[config.mk]
export PLATFORM = sky130hd
export DESIGN_NAME = haptic_proximity_pattern_sequencer_core
export DESIGN_NICKNAME = d
export VERILOG_FILES = /design/src/sv/hpps_pkg.sv /design/src/sv/haptic_proximity_pattern_sequencer_core.sv
export SDC_FILE = /design/constraint.sdc
export NUM_CORES = 1
export LEC_CHECK = 0
export BUFFER_PORTS_ARGS = -buffer_cell sky130_fd_sc_hd__buf_2
export CAP_MARGIN = 15
export CORE_ASPECT_RATIO = 1.75
export CORE_MARGIN = 4
export CORE_UTILIZATION = 34
export CTS_BUF_LIST = sky130_fd_sc_hd__clkbuf_2
export DETAILED_ROUTE_END_ITERATION = 10
export PLACE_DENSITY = 0.49
export SYNTH_ARGS = -nofsm -noshare
export SYNTH_HDL_FRONTEND = slang
export SYNTH_SLANG_ARGS = --single-unit
[constraint.sdc]
create_clock -name aclk -period 13.64 [get_ports aclk]
set_input_delay 2.046 -clock aclk [delete_from_list [all_inputs] [get_ports aclk]]
set_output_delay 2.046 -clock aclk [all_outputs]
set_load 0.01 [all_outputs]
[src/sv/hpps_pkg.sv]
`default_nettype none

package hpps_pkg;

    // Field widths
    localparam int unsigned DIST_W   = 9;
    localparam int unsigned ADV_W    = 8;
    localparam int unsigned PULSE_W  = 10;
    localparam int unsigned WIN_W    = 12;
    localparam int unsigned TIME_W   = 13;
    localparam int unsigned IDX_W    = 3;
    localparam int unsigned CFG_IDX_W  = 3;
    localparam int unsigned CFG_DATA_W = 12;
    localparam int unsigned S_TDATA_W  = 40;
    localparam int unsigned M_TDATA_W  = 8;

    localparam logic [TIME_W-1:0] TIME_MAX = '1;

    // Configuration register indexes
    typedef enum logic [CFG_IDX_W-1:0] {
        REG_SHORT_PULSE = 3'd0,
        REG_LONG_PULSE  = 3'd1,
        REG_GAP         = 3'd2,
        REG_WINDOW      = 3'd3,
        REG_NEAR        = 3'd4,
        REG_MID         = 3'd5,
        REG_FAR         = 3'd6,
        REG_NO_ECHO     = 3'd7
    } cfg_reg_t;

    // Reset values of the configuration registers
    localparam logic [PULSE_W-1:0] SHORT_PULSE_RST = 10'd100;
    localparam logic [PULSE_W-1:0] LONG_PULSE_RST  = 10'd200;
    localparam logic [PULSE_W-1:0] GAP_RST         = 10'd150;
    localparam logic [WIN_W-1:0]   WINDOW_RST      = 12'd2000;
    localparam logic [DIST_W-1:0]  NEAR_RST        = 9'd80;
    localparam logic [DIST_W-1:0]  MID_RST         = 9'd120;
    localparam logic [DIST_W-1:0]  FAR_RST         = 9'd180;
    localparam logic [DIST_W-1:0]  NO_ECHO_RST     = 9'd400;

    typedef enum logic [1:0] {
        SEC_LEFT        = 2'd0,
        SEC_LEFT_FRONT  = 2'd1,
        SEC_RIGHT_FRONT = 2'd2,
        SEC_RIGHT       = 2'd3
    } sector_t;

    typedef enum logic [1:0] {
        BAND_NEAR  = 2'd0,
        BAND_MID   = 2'd1,
        BAND_FAR   = 2'd2,
        BAND_CLEAR = 2'd3
    } band_t;

    typedef struct packed {
        sector_t sector;
        band_t   band;
    } pattern_t;

    localparam pattern_t PATTERN_RST   = '{sector: SEC_LEFT,  band: BAND_NEAR};
    localparam pattern_t PATTERN_CLEAR = '{sector: SEC_RIGHT, band: BAND_CLEAR};

    // Number of pulses in a pattern
    function automatic logic [IDX_W-1:0] pat_len(input pattern_t p);
        logic [IDX_W-1:0] n;
        case (p.band)
            BAND_NEAR:  n = 3'd2;
            BAND_MID:   n = 3'd3;
            BAND_FAR:   n = 3'd4;
            default:    n = (p.sector == SEC_RIGHT) ? 3'd1 : 3'd0;
        endcase
        return n;
    endfunction

    // Bit k set: slot k is a long pulse
    function automatic logic [3:0] pat_bits(input pattern_t p);
        logic [3:0] b;
        case ({p.sector, p.band})
            4'd0:    b = 4'h3;
            4'd1:    b = 4'h3;
            4'd2:    b = 4'h7;
            4'd4:    b = 4'h1;
            4'd5:    b = 4'h1;
            4'd6:    b = 4'h3;
            4'd8:    b = 4'h2;
            4'd9:    b = 4'h4;
            4'd10:   b = 4'hC;
            4'd12:   b = 4'h0;
            4'd13:   b = 4'h6;
            4'd14:   b = 4'hE;
            default: b = 4'h0;
        endcase
        return b;
    endfunction

endpackage

`default_nettype wire

[src/sv/haptic_proximity_pattern_sequencer_core.sv]
// Haptic proximity pattern sequencer.
// Input stream (s_*): one request per sensor loop with three distances in cm
// (0 = no echo) and the milliseconds elapsed since the previous request.
// Output stream (m_*): exactly one result per input request, in order:
// pulse start and length, a new-class flag, and the sector and band of the
// pattern now playing.
// Configuration (cfg_*): index and data write channel, always ready; write
// only while the block is idle. Register indexes follow hpps_pkg::cfg_reg_t.
// A request accepted at one edge is captured in the input register,
// evaluated and loaded into the result register at the next edge the result
// register is free.
// One request per cycle while m_tready stays high; all timing, pulse and
// class logic sits between the input register and the result register and
// updates the sequencer state as the request moves across.
// A stalled receiver holds the result register; the input register still
// takes one more request, then s_tready drops until m_tready returns.
// Reset (aresetn low, synchronous): both registers empty, timers and pulse
// index cleared, pattern left/near, configuration back to default values.
`default_nettype none

module haptic_proximity_pattern_sequencer_core
    import hpps_pkg::*;
(
    input  wire logic                  aclk,
    input  wire logic                  aresetn,
    // Input stream
    input  wire logic                  s_tvalid,
    output logic                       s_tready,
    // tdata: left_cm[8:0], front_cm[17:9], right_cm[26:18], advance_ms[34:27], zero pad
    input  wire logic [S_TDATA_W-1:0]  s_tdata,
    // Result stream
    output logic                       m_tvalid,
    input  wire logic                  m_tready,
    // tdata: pulse_start[0], pulse_long[1], class_valid[2], sector[4:3], band[6:5], zero pad
    output logic [M_TDATA_W-1:0]       m_tdata,
    // Configuration write channel
    input  wire logic                  cfg_valid,
    output logic                       cfg_ready,
    input  wire logic [CFG_IDX_W-1:0]  cfg_index,
    input  wire logic [CFG_DATA_W-1:0] cfg_data
);

    // Configuration registers
    logic [PULSE_W-1:0] short_pulse_reg, long_pulse_reg, gap_reg;
    logic [WIN_W-1:0]   window_reg;
    logic [DIST_W-1:0]  near_reg, mid_reg, far_reg, no_echo_reg;

    // Input register
    logic               in_valid_reg;
    logic [DIST_W-1:0]  in_left_reg, in_front_reg, in_right_reg;
    logic [ADV_W-1:0]   in_adv_reg;

    // Sequencer state
    logic [IDX_W-1:0]   pulse_idx_reg, pulse_idx_next;
    logic [TIME_W-1:0]  next_due_reg, next_due_next;
    logic [TIME_W-1:0]  elapsed_reg, elapsed_next;
    pattern_t           pattern_reg, pattern_next;

    // Result register
    logic               out_valid_reg;
    logic               out_start_reg, out_start_next;
    logic               out_long_reg, out_long_next;
    logic               out_class_reg, out_class_next;
    pattern_t           out_pat_reg;

    logic               step;

    assign cfg_ready = 1'b1;
    assign step      = in_valid_reg && (!out_valid_reg || m_tready);
    assign s_tready  = !in_valid_reg || step;
    assign m_tvalid  = out_valid_reg;
    assign m_tdata   = {1'b0, out_pat_reg.band, out_pat_reg.sector,
                        out_class_reg, out_long_reg, out_start_reg};

    // Configuration writes
    always_ff @(posedge aclk) begin
        if (!aresetn) begin
            short_pulse_reg <= SHORT_PULSE_RST;
            long_pulse_reg  <= LONG_PULSE_RST;
            gap_reg         <= GAP_RST;
            window_reg      <= WINDOW_RST;
            near_reg        <= NEAR_RST;
            mid_reg         <= MID_RST;
            far_reg         <= FAR_RST;
            no_echo_reg     <= NO_ECHO_RST;
        end else if (cfg_valid) begin
            case (cfg_reg_t'(cfg_index))
                REG_SHORT_PULSE: short_pulse_reg <= cfg_data[PULSE_W-1:0];
                REG_LONG_PULSE:  long_pulse_reg  <= cfg_data[PULSE_W-1:0];
                REG_GAP:         gap_reg         <= cfg_data[PULSE_W-1:0];
                REG_WINDOW:      window_reg      <= cfg_data[WIN_W-1:0];
                REG_NEAR:        near_reg        <= cfg_data[DIST_W-1:0];
                REG_MID:         mid_reg         <= cfg_data[DIST_W-1:0];
                REG_FAR:         far_reg         <= cfg_data[DIST_W-1:0];
                REG_NO_ECHO:     no_echo_reg     <= cfg_data[DIST_W-1:0];
                default: ;
            endcase
        end
    end

    // Input register
    always_ff @(posedge aclk) begin
        if (!aresetn) begin
            in_valid_reg <= 1'b0;
        end else if (s_tready) begin
            in_valid_reg <= s_tvalid;
        end
    end

    always_ff @(posedge aclk) begin
        if (s_tready && s_tvalid) begin
            in_left_reg  <= s_tdata[8:0];
            in_front_reg <= s_tdata[17:9];
            in_right_reg <= s_tdata[26:18];
            in_adv_reg   <= s_tdata[34:27];
        end
    end

    // Window timer, saturating
    logic [TIME_W:0]   elapsed_sum;
    logic [TIME_W-1:0] elapsed_upd;

    always_comb begin
        elapsed_sum = {1'b0, elapsed_reg} + (TIME_W+1)'(in_adv_reg);
        elapsed_upd = elapsed_sum[TIME_W] ? TIME_MAX : elapsed_sum[TIME_W-1:0];
    end

    // Pulse slot logic
    logic [IDX_W-1:0]   cur_len;
    logic [3:0]         cur_bits;
    logic               slot_due, slot_long;
    logic [PULSE_W:0]   step_ms;
    logic [TIME_W:0]    due_sum;
    logic [TIME_W-1:0]  due_upd;

    always_comb begin
        cur_len   = pat_len(pattern_reg);
        cur_bits  = pat_bits(pattern_reg);
        slot_long = cur_bits[pulse_idx_reg[1:0]];
        slot_due  = !pulse_idx_reg[2] &&
                    ((pulse_idx_reg == '0) || (elapsed_upd >= next_due_reg));
        step_ms   = (slot_long ? {1'b0, long_pulse_reg} : {1'b0, short_pulse_reg})
                    + {1'b0, gap_reg};
        due_sum   = {1'b0, next_due_reg} + (TIME_W+1)'(step_ms);
        due_upd   = due_sum[TIME_W] ? TIME_MAX : due_sum[TIME_W-1:0];
    end

    // Classification of the nearest sector
    logic [DIST_W-1:0] l_eff, f_eff, r_eff;
    logic [DIST_W:0]   lf_sum, rf_sum;
    logic [DIST_W-1:0] cand1, cand2, low0, low1, low2, low3;
    logic              hit0, hit1, hit2, hit3;
    sector_t           near_sec;
    pattern_t          new_pat;

    always_comb begin
        l_eff  = (in_left_reg  == '0) ? no_echo_reg : in_left_reg;
        f_eff  = (in_front_reg == '0) ? no_echo_reg : in_front_reg;
        r_eff  = (in_right_reg == '0) ? no_echo_reg : in_right_reg;
        lf_sum = {1'b0, l_eff} + {1'b0, f_eff};
        rf_sum = {1'b0, r_eff} + {1'b0, f_eff};
        cand1  = lf_sum[DIST_W:1];
        cand2  = rf_sum[DIST_W:1];
        // strict compares: first of equals keeps the win
        hit0 = l_eff < no_echo_reg;
        low0 = hit0 ? l_eff : no_echo_reg;
        hit1 = cand1 < low0;
        low1 = hit1 ? cand1 : low0;
        hit2 = cand2 < low1;
        low2 = hit2 ? cand2 : low1;
        hit3 = r_eff < low2;
        low3 = hit3 ? r_eff : low2;
        if (hit3) begin
            near_sec = SEC_RIGHT;
        end else if (hit2) begin
            near_sec = SEC_RIGHT_FRONT;
        end else if (hit1) begin
            near_sec = SEC_LEFT_FRONT;
        end else begin
            near_sec = SEC_LEFT;
        end
        if (!(hit0 || hit1 || hit2 || hit3)) begin
            new_pat = PATTERN_CLEAR;
        end else if (low3 < near_reg) begin
            new_pat = '{sector: near_sec, band: BAND_NEAR};
        end else if (low3 < mid_reg) begin
            new_pat = '{sector: near_sec, band: BAND_MID};
        end else if (low3 < far_reg) begin
            new_pat = '{sector: near_sec, band: BAND_FAR};
        end else begin
            new_pat = PATTERN_CLEAR;
        end
    end

    // Next state and result for the request in the input register
    always_comb begin
        pulse_idx_next = pulse_idx_reg;
        next_due_next  = next_due_reg;
        elapsed_next   = elapsed_upd;
        pattern_next   = pattern_reg;
        out_start_next = 1'b0;
        out_long_next  = 1'b0;
        out_class_next = 1'b0;
        if (slot_due) begin
            if (pulse_idx_reg < cur_len) begin
                out_start_next = 1'b1;
                out_long_next  = slot_long;
                next_due_next  = due_upd;
                pulse_idx_next = pulse_idx_reg + 3'd1;
            end else if (pulse_idx_reg >= 3'd2) begin
                // remaining slots are empty
                pulse_idx_next = 3'd4;
            end
        end
        if (elapsed_upd >= TIME_W'(window_reg)) begin
            pulse_idx_next = '0;
            next_due_next  = '0;
            elapsed_next   = '0;
            pattern_next   = new_pat;
            out_class_next = 1'b1;
        end
    end

    // Sequencer state
    always_ff @(posedge aclk) begin
        if (!aresetn) begin
            pulse_idx_reg <= '0;
            next_due_reg  <= '0;
            elapsed_reg   <= '0;
            pattern_reg   <= PATTERN_RST;
        end else if (step) begin
            pulse_idx_reg <= pulse_idx_next;
            next_due_reg  <= next_due_next;
            elapsed_reg   <= elapsed_next;
            pattern_reg   <= pattern_next;
        end
    end

    // Result register
    always_ff @(posedge aclk) begin
        if (!aresetn) begin
            out_valid_reg <= 1'b0;
        end else if (!out_valid_reg || m_tready) begin
            out_valid_reg <= in_valid_reg;
        end
    end

    always_ff @(posedge aclk) begin
        if (step) begin
            out_start_reg <= out_start_next;
            out_long_reg  <= out_long_next;
            out_class_reg <= out_class_next;
            out_pat_reg   <= pattern_next;
        end
    end

endmodule

`default_nettype wire
==> metrics.txt, run 1 <==
outcome complete, no violations; number of synthesized flops with an enable pin 42; Sw Share 0.414; Worst-path clk slew 0.25 ns; critical path class register to register; CP delay by family, top compound AO/OA/AOI/OAI gates; Synth top area share 0.219; drt first pass iters 5; WHS 0.468 ns; Unique masters post-synth 84; H-tree depth 4; initial antenna violation count 5; Die Wd 142 um; ranking of synthesized cells by area dfxtp_1 22%, ha_1 14%, edfxtp_1 12%; Logic pwr share 0.490; setup TNS 0 ns; core footprint 30800 um^2; CP Max Fanout 16; GRT Residual Overflow 0; vias in the first global route 9207; worst-skew pair later-pin latency 0.79 ns; drt wl/cell 18.5 um; Synth async-reset ratio 0; global-route wire length before repair 49800 um; synthesized flop and latch total 159; period utilization 0.934; dpl cells 1686; DPL Wire Length 24500 um; crit path time final 12.74 ns; Post-Synthesis Cells 1270; MaxCap Viol Count 0; Max Clock Skew 0.0381 ns; Synth top cells by count 195 x nand2_1, 130 x a21oi_1, 120 x ha_1, 117 x dfxtp_1, 102 x inv_1; Nets 1509; adder-cell share of the synthesized area 0.167; slowest library cell on the worst path or4_4; Pwr per Cell Area 139 nW/um^2; clk buf depth 2; HP Class register to register; full die area 34400 um^2; CTS buffer count 17; post-synthesis mux area share 0.0231; syn nets 1464; clock group share of total power 0.185; clock root buffer clkbuf_2; I/O Pins 71; share of cells above drive strength 1 0.111; critical path data arrival time 13.49 ns; Critical path buffers and inverters 5; setup slack, reg-to-reg 0.90 ns; Synth Area in Compound Gates 0.213; slew margin rel. 0.385; final wirelength 31800 um; critical path required time 14.38 ns; P_int 0.950 mW; Worst path max stage delay 0.61 ns; initial drt markers 528; final setup fails 0; CTS sink count 159; postcts setup bufs 0; Area growth syn-to-layout 9.12%; Initial Util 0.346; Worst VDD drop 61.7 uV; mapped cell area 10700 um^2; Yosys top cell by area dfxtp_1; sequential area share after synthesis 0.338; NetSw 0.671 mW; Vias/cell 5.26; Port Buf Inserts 63; area share of and/or/nand/nor cells after synthesis 0.181; worst slew pin tran 0.922 ns; maximum number of pins on one net before global-route repair 75; leak pwr 4.97 nW; Yosys Warn Count 0; CP startpoint kind register; syn avg cell area 8.40 um^2; cts repair resizes 0; Rows 85; Slew Viols, Final 0; Critical Path Sink Type register; ANT nets after route 0; sequential power share 0.325; CTS tree yes; GR Util All Layers 0.188; largest family of logic cells by synthesized area compound AO/OA/AOI/OAI gates; final hold vios 0; Post-Synth XOR/XNOR Area 0.0197; Vias 9050; most frequent cell after synthesis nand2_1; RSZ-0062 raised after global routing no; DRC 0; Max Clk Rate 78.5 MHz; cts hold-fix bufs 0; Tot Pwr 1.62 mW; Die Span Y 242 um; most common flop cell mapped by yosys dfxtp_1; GP Congestion 0.864; fin cells 1722
## per-layer routing
layer | GRT usage | share of wire
met3 | 0.0288 | 0.027
met2 | 0.358 | 0.55
met5 | 0 | 0.00038
met4 | 0.0972 | 0.049
met1 | 0.194 | 0.37
## final cells by class
| class | count | area, um^2 |
|---|---|---|
| Inverter | 103 | 387 |
| Fill cell | 3247 | 19200 |
| Timing Repair Buffer | 80 | 443 |
| Sequential cell | 159 | 3600 |
| Tap cell | 391 | 489 |
| Clock buffer | 20 | 100 |
| Multi-Input combinational cell | 954 | 6450 |
| Antenna cell | 3 | 7.51 |
| Clock inverter | 12 | 168 |
## through the flow
step	util	area, um^2	worst slack [ns]
floorplan	-	10700	2.50
global placement	0.368	11400	1.18
detailed placement	0.368	11400	0.985
CTS	0.377	11600	0.921
global route	0.378	11600	0.0193
finish	0.378	11600	0.897
## tightest hold or removal path, cell delays in order (launching register included)
cell	delay [ns]
dfxtp_1	0.36
nand2_1	0.05
a21oi_1	0.05
## power by group through the flow
stage          clock [mW]  combinational (mW)  sequential (mW)
6_report            0.300               0.794            0.527
5_1_grt             0.332               0.895            0.531
4_1_cts             0.317               0.805            0.528
3_5_place_dp            0               0.800            0.538
3_3_place_gp            0               0.787            0.538
2_1_floorplan           0               0.554            0.530
## path summary, 6_finish.rpt
| kind | startpoint | end | depth (start not counted) |
|---|---|---|---|
| worst min-delay path | near_reg[1] | near_reg[1] | 2 |
| worst min register to register | near_reg[1] | near_reg[1] | 2 |
| worst max register to register | in_left_reg[0] | cur_bits[1] | 57 |
| worst max-delay path | in_left_reg[0] | cur_bits[1] | 57 |
## placed cells by master (no fill, tap or decap), types with 10 or more instances in the layout
cell type / Yosys / final
buf_4: 5 / 16
clkbuf_2: 9 / 20
a21oi_1: 130 / 130
edfxtp_1: 42 / 42
dfxtp_1: 117 / 117
buf_2: 2 / 63
mux2i_1: 10 / 10
o211ai_1: 28 / 28
nand2_1: 195 / 195
a21o_1: 42 / 42
nor2_1: 85 / 85
inv_1: 102 / 101
xnor2_1: 20 / 20
nor2b_1: 28 / 28
nand3_1: 32 / 32
o21ai_0: 51 / 51
mux2_2: 10 / 10
ha_1: 120 / 120
nor3_1: 17 / 17
o21a_1: 12 / 12
nand2b_1: 12 / 12
and3_1: 10 / 10
fa_1: 14 / 14
## kinds of logic after synthesis
logic type | Yosys count
compound gates | 347
xor+xnor | 24
fa+ha+maj | 134
buf+inv | 157
flops | 159
mux | 22
other cells | 2
simple gates | 425
Power figures use the tool's default switching activity.
==> inputs of run 2 (changes only) <==
==> constraint.sdc (replaced) <==
create_clock -name aclk -period 13.64 [get_ports aclk]
set_input_delay 1.364 -clock aclk [delete_from_list [all_inputs] [get_ports aclk]]
set_output_delay 1.364 -clock aclk [all_outputs]
set_load 0.01 [all_outputs]
==> run 2 against run 1 <==
First-iteration DRC count fell by 16%. Register-to-register slack better by 0.096 ns. Cell area is 0.62% higher. Clock skew fell by 0.0044 ns. Count of clock-buffer cells in the layout down 2. Hold slack better by 0.0010 ns. Critical path type unchanged. Critical endpoint unchanged. Highest routed layer unchanged.
==> metrics.txt, run 2 (synthesized netlist as in run 1, its figures left out) <==
Initial Util 0.346 (unchanged); GP Congestion 0.849 (-1.7%); drt first pass iters 7 (+2); critical path required time 14.35 ns (-0.03 ns); worst-skew pair later-pin latency 0.83 ns (+0.04 ns); crit path time final 12.65 ns (-0.0956 ns); H-tree depth 4 (unchanged); Slew Viols, Final 0 (unchanged); Worst VDD drop 63.5 uV (+3.0%); post-route design area 11700 um^2 (+0.62%); CTS buffer count 17 (unchanged); Worst path max stage delay 0.62 ns (about the same); drt wl/cell 18.4 um (-0.66%); final setup fails 0 (unchanged); Critical Path Sink Type register; Die Wd 142 um (unchanged); Die Span Y 242 um (unchanged); HP Class register to register; cts repair resizes 0 (unchanged); period utilization 0.927 (-0.00701); clk buf depth 2 (unchanged); Vias/cell 5.22 (-0.62%); CTS sink count 159 (unchanged); postcts setup bufs 0 (unchanged); Nets 1511 (+0.13%); final hold vios 0 (unchanged); Vias 8999 (-0.56%); critical path class register to register; outcome complete, no violations; CTS tree yes; MaxCap Viol Count 0 (unchanged); global-route wire length before repair 49500 um (-0.61%); Worst-path clk slew 0.23 ns (-0.02 ns); ANT nets after route 0 (unchanged); GRT Residual Overflow 0 (unchanged); Rows 85 (unchanged); fin cells 1723 (+0.058%); slowest library cell on the worst path or4_4; CP dominant cell by count a21oi_1; CP startpoint kind register; slew margin rel. 0.365 (-0.0196); share of cells above drive strength 1 0.114 (+0.00284); Area growth syn-to-layout 9.80%; initial drt markers 445 (-16%); critical path data arrival time 13.36 ns (-0.13 ns); Pwr per Cell Area 142 nW/um^2 (+2.2%); clock root buffer clkbuf_2; dpl cells 1688 (+0.12%); commonest non-fill, non-tap cell in the layout nand2_1; cts hold-fix bufs 0 (unchanged); DPL Wire Length 24300 um (-0.86%); RSZ-0062 raised after global routing no; core footprint 30800 um^2 (unchanged); leak pwr 5.01 nW (+0.67%); vias in the first global route 9044 (-1.8%); Max Clk Rate 79.1 MHz (+0.76%); setup TNS 0 ns (unchanged); GR Util All Layers 0.187 (-0.00165); maximum number of pins on one net before global-route repair 74 (-1.3%); Port Buf Inserts 63 (unchanged); WHS 0.469 ns (+0.00100 ns); worst slew pin tran 0.952 ns (+0.0295 ns); initial antenna violation count 6 (+1); Post-DP Area 11400 um^2 (+0.13%); most frequent cells in the layout 195 x nand2_1, 130 x a21oi_1, 120 x ha_1, 117 x dfxtp_1, 101 x inv_1; I/O Pins 71 (unchanged); final wirelength 31700 um (-0.60%); DRC 0 (unchanged); full die area 34400 um^2 (unchanged); Max Clock Skew 0.0338 ns (-0.00435 ns); CP Max Fanout 16 (unchanged)
==> run 2: where the power goes <==
| part | leakage [nW] | internal (mW) | switching (mW) |
|---|---|---|---|
| Combinational | 3.47 | 0.326 | 0.470 |
| Clock | 0.184 | 0.159 | 0.184 |
| Sequential | 1.36 | 0.509 | 0.0188 |
| Total | 5.01 | 0.994 | 0.672 |
==> run 2: critical path: cells and delay by family (launching register included) <==
| family | cells | cell delay, ns |
|---|---|---|
| AO/OA/AOI/OAI | 27 | 5.29 |
| AND/OR/NAND/NOR | 18 | 3.61 |
| buffers and inverters | 3 | 0.59 |
| adder cells (fa/ha/maj) | 6 | 1.95 |
| multiplexers | 1 | 0.36 |
| flip-flops | 1 | 0.55 |
| XOR/XNOR | 1 | 0.17 |
==> run 2: metal layers <==
layer / wire length [um] / vias to the layer above / track usage
met1: 11800 / 4245 / 0.189
met2: 17700 / 133 / 0.362
met3: 916 / 56 / 0.0300
li1: - / 4559 / -
met4: 1230 / 6 / 0.0859
met5: 27 / - / 0
==> run 2: final cells by class <==
class,count,area [um^2]
antenna,2,5.00
clock buffer,18,90.1
clock inverter,14,238
fill,3236,19100
inverter,103,387
multi-input combinational,954,6450
sequential,159,3600
tap,391,489
timing repair buffer,82,458
==> run 2: path summary, 6_finish.rpt <==
kind / cells past startpoint / startpoint / slack, ns / end
max: 56 / in_left_reg[0] / 0.99 / cur_bits[1]
min: 2 / short_pulse_reg[3] / 0.47 / short_pulse_reg[3]
max reg2reg: 56 / in_left_reg[0] / 0.99 / cur_bits[1]
min reg2reg: 2 / short_pulse_reg[3] / 0.47 / short_pulse_reg[3]
==> run 2: per-stage QoR <==
stage,utilization,worst slack [ns],total power [mW]
final,0.380,0.993,1.67
after global routing,0.380,0.0815,1.81
after CTS,0.380,1.00,1.69
after detailed placement,0.369,1.11,1.34
after global placement,0.369,1.21,1.33
after floorplan,-,2.50,1.08
==> inputs of run 3 (changes only) <==
--- a/config.mk
+++ b/config.mk
@@ -5,13 +5,13 @@
 export SDC_FILE = /design/constraint.sdc
 export NUM_CORES = 1
 export LEC_CHECK = 0
-export BUFFER_PORTS_ARGS = -buffer_cell sky130_fd_sc_hd__buf_2
 export CAP_MARGIN = 15
 export CORE_ASPECT_RATIO = 1.75
 export CORE_MARGIN = 4
 export CORE_UTILIZATION = 34
 export CTS_BUF_LIST = sky130_fd_sc_hd__clkbuf_2
 export DETAILED_ROUTE_END_ITERATION = 10
+export DONT_BUFFER_PORTS = 1
 export PLACE_DENSITY = 0.49
 export SYNTH_ARGS = -nofsm -noshare
 export SYNTH_HDL_FRONTEND = slang
==> constraint.sdc (replaced) <==
create_clock -name aclk -period 10.9 [get_ports aclk]
set_input_delay 1.09 -clock aclk [delete_from_list [all_inputs] [get_ports aclk]]
set_output_delay 1.09 -clock aclk [all_outputs]
set_load 0.01 [all_outputs]
==> run 3 against run 2 <==
Critical path depth rose by 4. Register-to-register slack got worse by 1.0 ns. Routed wire length rose by 14%. The run now ends with negative setup slack left. Combinational power rose by 140%. Hold slack got worse by 0.15 ns. Non-clock buffer count rose by 149. Sequential share of layout area fell by 4.9 points. Final cell count rose by 8.7%. Critical path type unchanged. Clock power rose by 7.0%. Sequential power rose by 25%. Count of clock-buffer cells in the layout rose by 1. Via count rose by 11%.
==> metrics.txt, run 3 (synthesized netlist as in run 1, its figures left out) <==
Max Clock Skew 0.0246 ns (-0.00914 ns); crit path time final 10.94 ns (-1.70 ns); CTS buffer count 17 (unchanged); Critical Path Sink Type register; setup slack, reg-to-reg -0.04 ns (-1.04 ns); worst-skew pair later-pin latency 0.83 ns (about the same); share of cells above drive strength 1 0.279 (+0.165); final hold vios 0 (unchanged); Fill cells 3000 (-7.3%); core footprint 30800 um^2 (unchanged); critical path required time 11.65 ns (-2.70 ns); final wirelength 36000 um (+14%); GP Congestion 0.846 (-0.32%); worst slew pin tran 0.979 ns (+0.0270 ns); Rows 85 (unchanged); critical path class register to register; full die area 34400 um^2 (unchanged); leak pwr 5.88 nW (+18%); GR Util All Layers 0.204 (+0.0174); critical path data arrival time 11.69 ns (-1.67 ns); PnR worst setup slack -0.0445 ns (-1.04 ns); CP delay by family, top compound AO/OA/AOI/OAI gates; initial drt markers 534 (+20%); H-tree depth 4 (unchanged); CP Max Fanout 7 (-9); Die Span Y 242 um (unchanged); Reg area 3600 um^2 (unchanged); commonest non-fill, non-tap cell in the layout buf_4; CTS sink count 159 (unchanged); Setup crit start in_left_reg[5]; Initial Util 0.346 (unchanged); drt wl/cell 19.2 um (+4.6%); initial antenna violation count 1 (-5); Nets 1662 (+10%); Vias/cell 5.33 (+2.0%); RSZ-0062 raised after global routing yes; multi-input gate area in the final layout 7350 um^2 (+14%); CP Depth 60 (+7.1%); Critical path buffers and inverters 10 (+7); clock root buffer clkbuf_2; Worst path max stage delay 0.58 ns (-0.04 ns); I/O Pins 71 (unchanged); Critical R2R Capture cur_bits[1]; Vias 9980 (+11%); Max Clk Rate 91.4 MHz (+16%); Tot Pwr 2.91 mW (+75%); slowest library cell on the worst path or4_4; final setup fails 1 (+1); maximum number of pins on one net before global-route repair 75 (+1.4%); hold path start aresetn; period utilization 1.00 (+0.0769); most frequent cells in the layout 209 x buf_4, 193 x nand2_1, 117 x dfxtp_1, 109 x a21oi_1, 101 x inv_1; Setup WS pre-CTS -0.770 ns (-1.88 ns); outcome finished, violations left; GRT Residual Overflow 0 (unchanged); HP Class input port to register; slew margin rel. 0.347 (-0.0180); CP startpoint kind register; Die Wd 142 um (unchanged); drt first pass iters 9 (+2); CTS tree yes; DRC 0 (unchanged); crit path to cur_bits[1]; global-route wire length before repair 54400 um (+9.8%); worst r2r src in_left_reg[5]; ANT nets after route 0 (unchanged); WHS 0.320 ns (-0.149 ns); MaxCap Viol Count 0 (unchanged); Worst VDD drop 127 uV (+100%); vias in the first global route 10.1k (+11%); Area growth syn-to-layout 30.4%; Slew Viols, Final 0 (unchanged); Port Buf Inserts 0 (-100%); Reg2Reg Depth 60 (+7.1%); Worst-path clk slew 0.25 ns (+0.02 ns); Pwr per Cell Area 209 nW/um^2 (+47%); DPL Wire Length 25400 um (+4.5%); clk buf depth 2 (unchanged); failing checks negative setup slack
## run 3: changes by cell type in the layout (fill, tap and decap cells not counted), moves of 12 or more
cell	before	now
nor2_1	85	67
a21oi_2	2	16
ha_1	120	100
a21oi_1	130	109
nor2_2	0	12
buf_6	0	17
buf_4	18	209
buf_2	63	1
ha_4	0	14
## run 3: cell type report
type | count | area share
repair buffers | 231 | 0.132
flip-flops and latches | 159 | 0.259
clock inverters | 13 | 0.0116
well taps | 391 | 0.0351
multi-input cells | 956 | 0.528
clock buffers | 19 | 0.00683
inverters | 103 | 0.0278
diodes | 1 | 0.000180
## run 3: where the power goes
group	internal (mW)	switching (mW)	total (mW)
registers	0.637	0.0239	0.661
clock network	0.130	0.236	0.366
logic	0.977	0.908	1.88
## run 3: what timing repair did
action	CTS	global route
setup endpoints to repair	12	12
cloned	3	1
pin swaps	40	70
resized for setup	69	117
buffers inserted	79	26
hold buffers	0	0
## run 3: through the flow
stage	instance area, um^2	instances	setup TNS (ns)	util
3_3_place_gp	11900	1740	-2.35	0.387
3_5_place_dp	11900	1740	-3.30	0.387
4_1_cts	13100	1853	0	0.425
5_1_grt	13900	1873	-2.07	0.451
2_1_floorplan	10700	1270	0	-
6_report	13900	1873	-0.0445	0.451
## run 3: metal layers
metal / up-vias / wire length, um / global-route usage
met4: 0 / 1820 / 0.0966
met2: 204 / 20000 / 0.396
met5: - / 0 / 0
met3: 94 / 1140 / 0.0346
li1: 4863 / - / -
met1: 4819 / 13000 / 0.205
## run 3: worst register-to-register path, delay by kind of cell, from the launching register on
family | cells | cell delay [ns]
buffers and inverters | 10 | 1.52
flip-flops | 1 | 0.45
XOR/XNOR | 1 | 0.18
multiplexers | 1 | 0.12
adder cells (fa/ha/maj) | 6 | 1.71
AO/OA/AOI/OAI | 24 | 3.97
AND/OR/NAND/NOR | 18 | 2.92
## run 3: worst min-delay path by stage
stage,slack (ns),endpoint,depth (start not counted)
after detailed placement,0.45,long_pulse_reg[0],2
after floorplan,0.43,long_pulse_reg[1],2
after global routing,0.25,gap_reg[1],1
final,0.32,gap_reg[2],1
after global placement,0.44,short_pulse_reg[1],2
after CTS,0.23,gap_reg[4],1
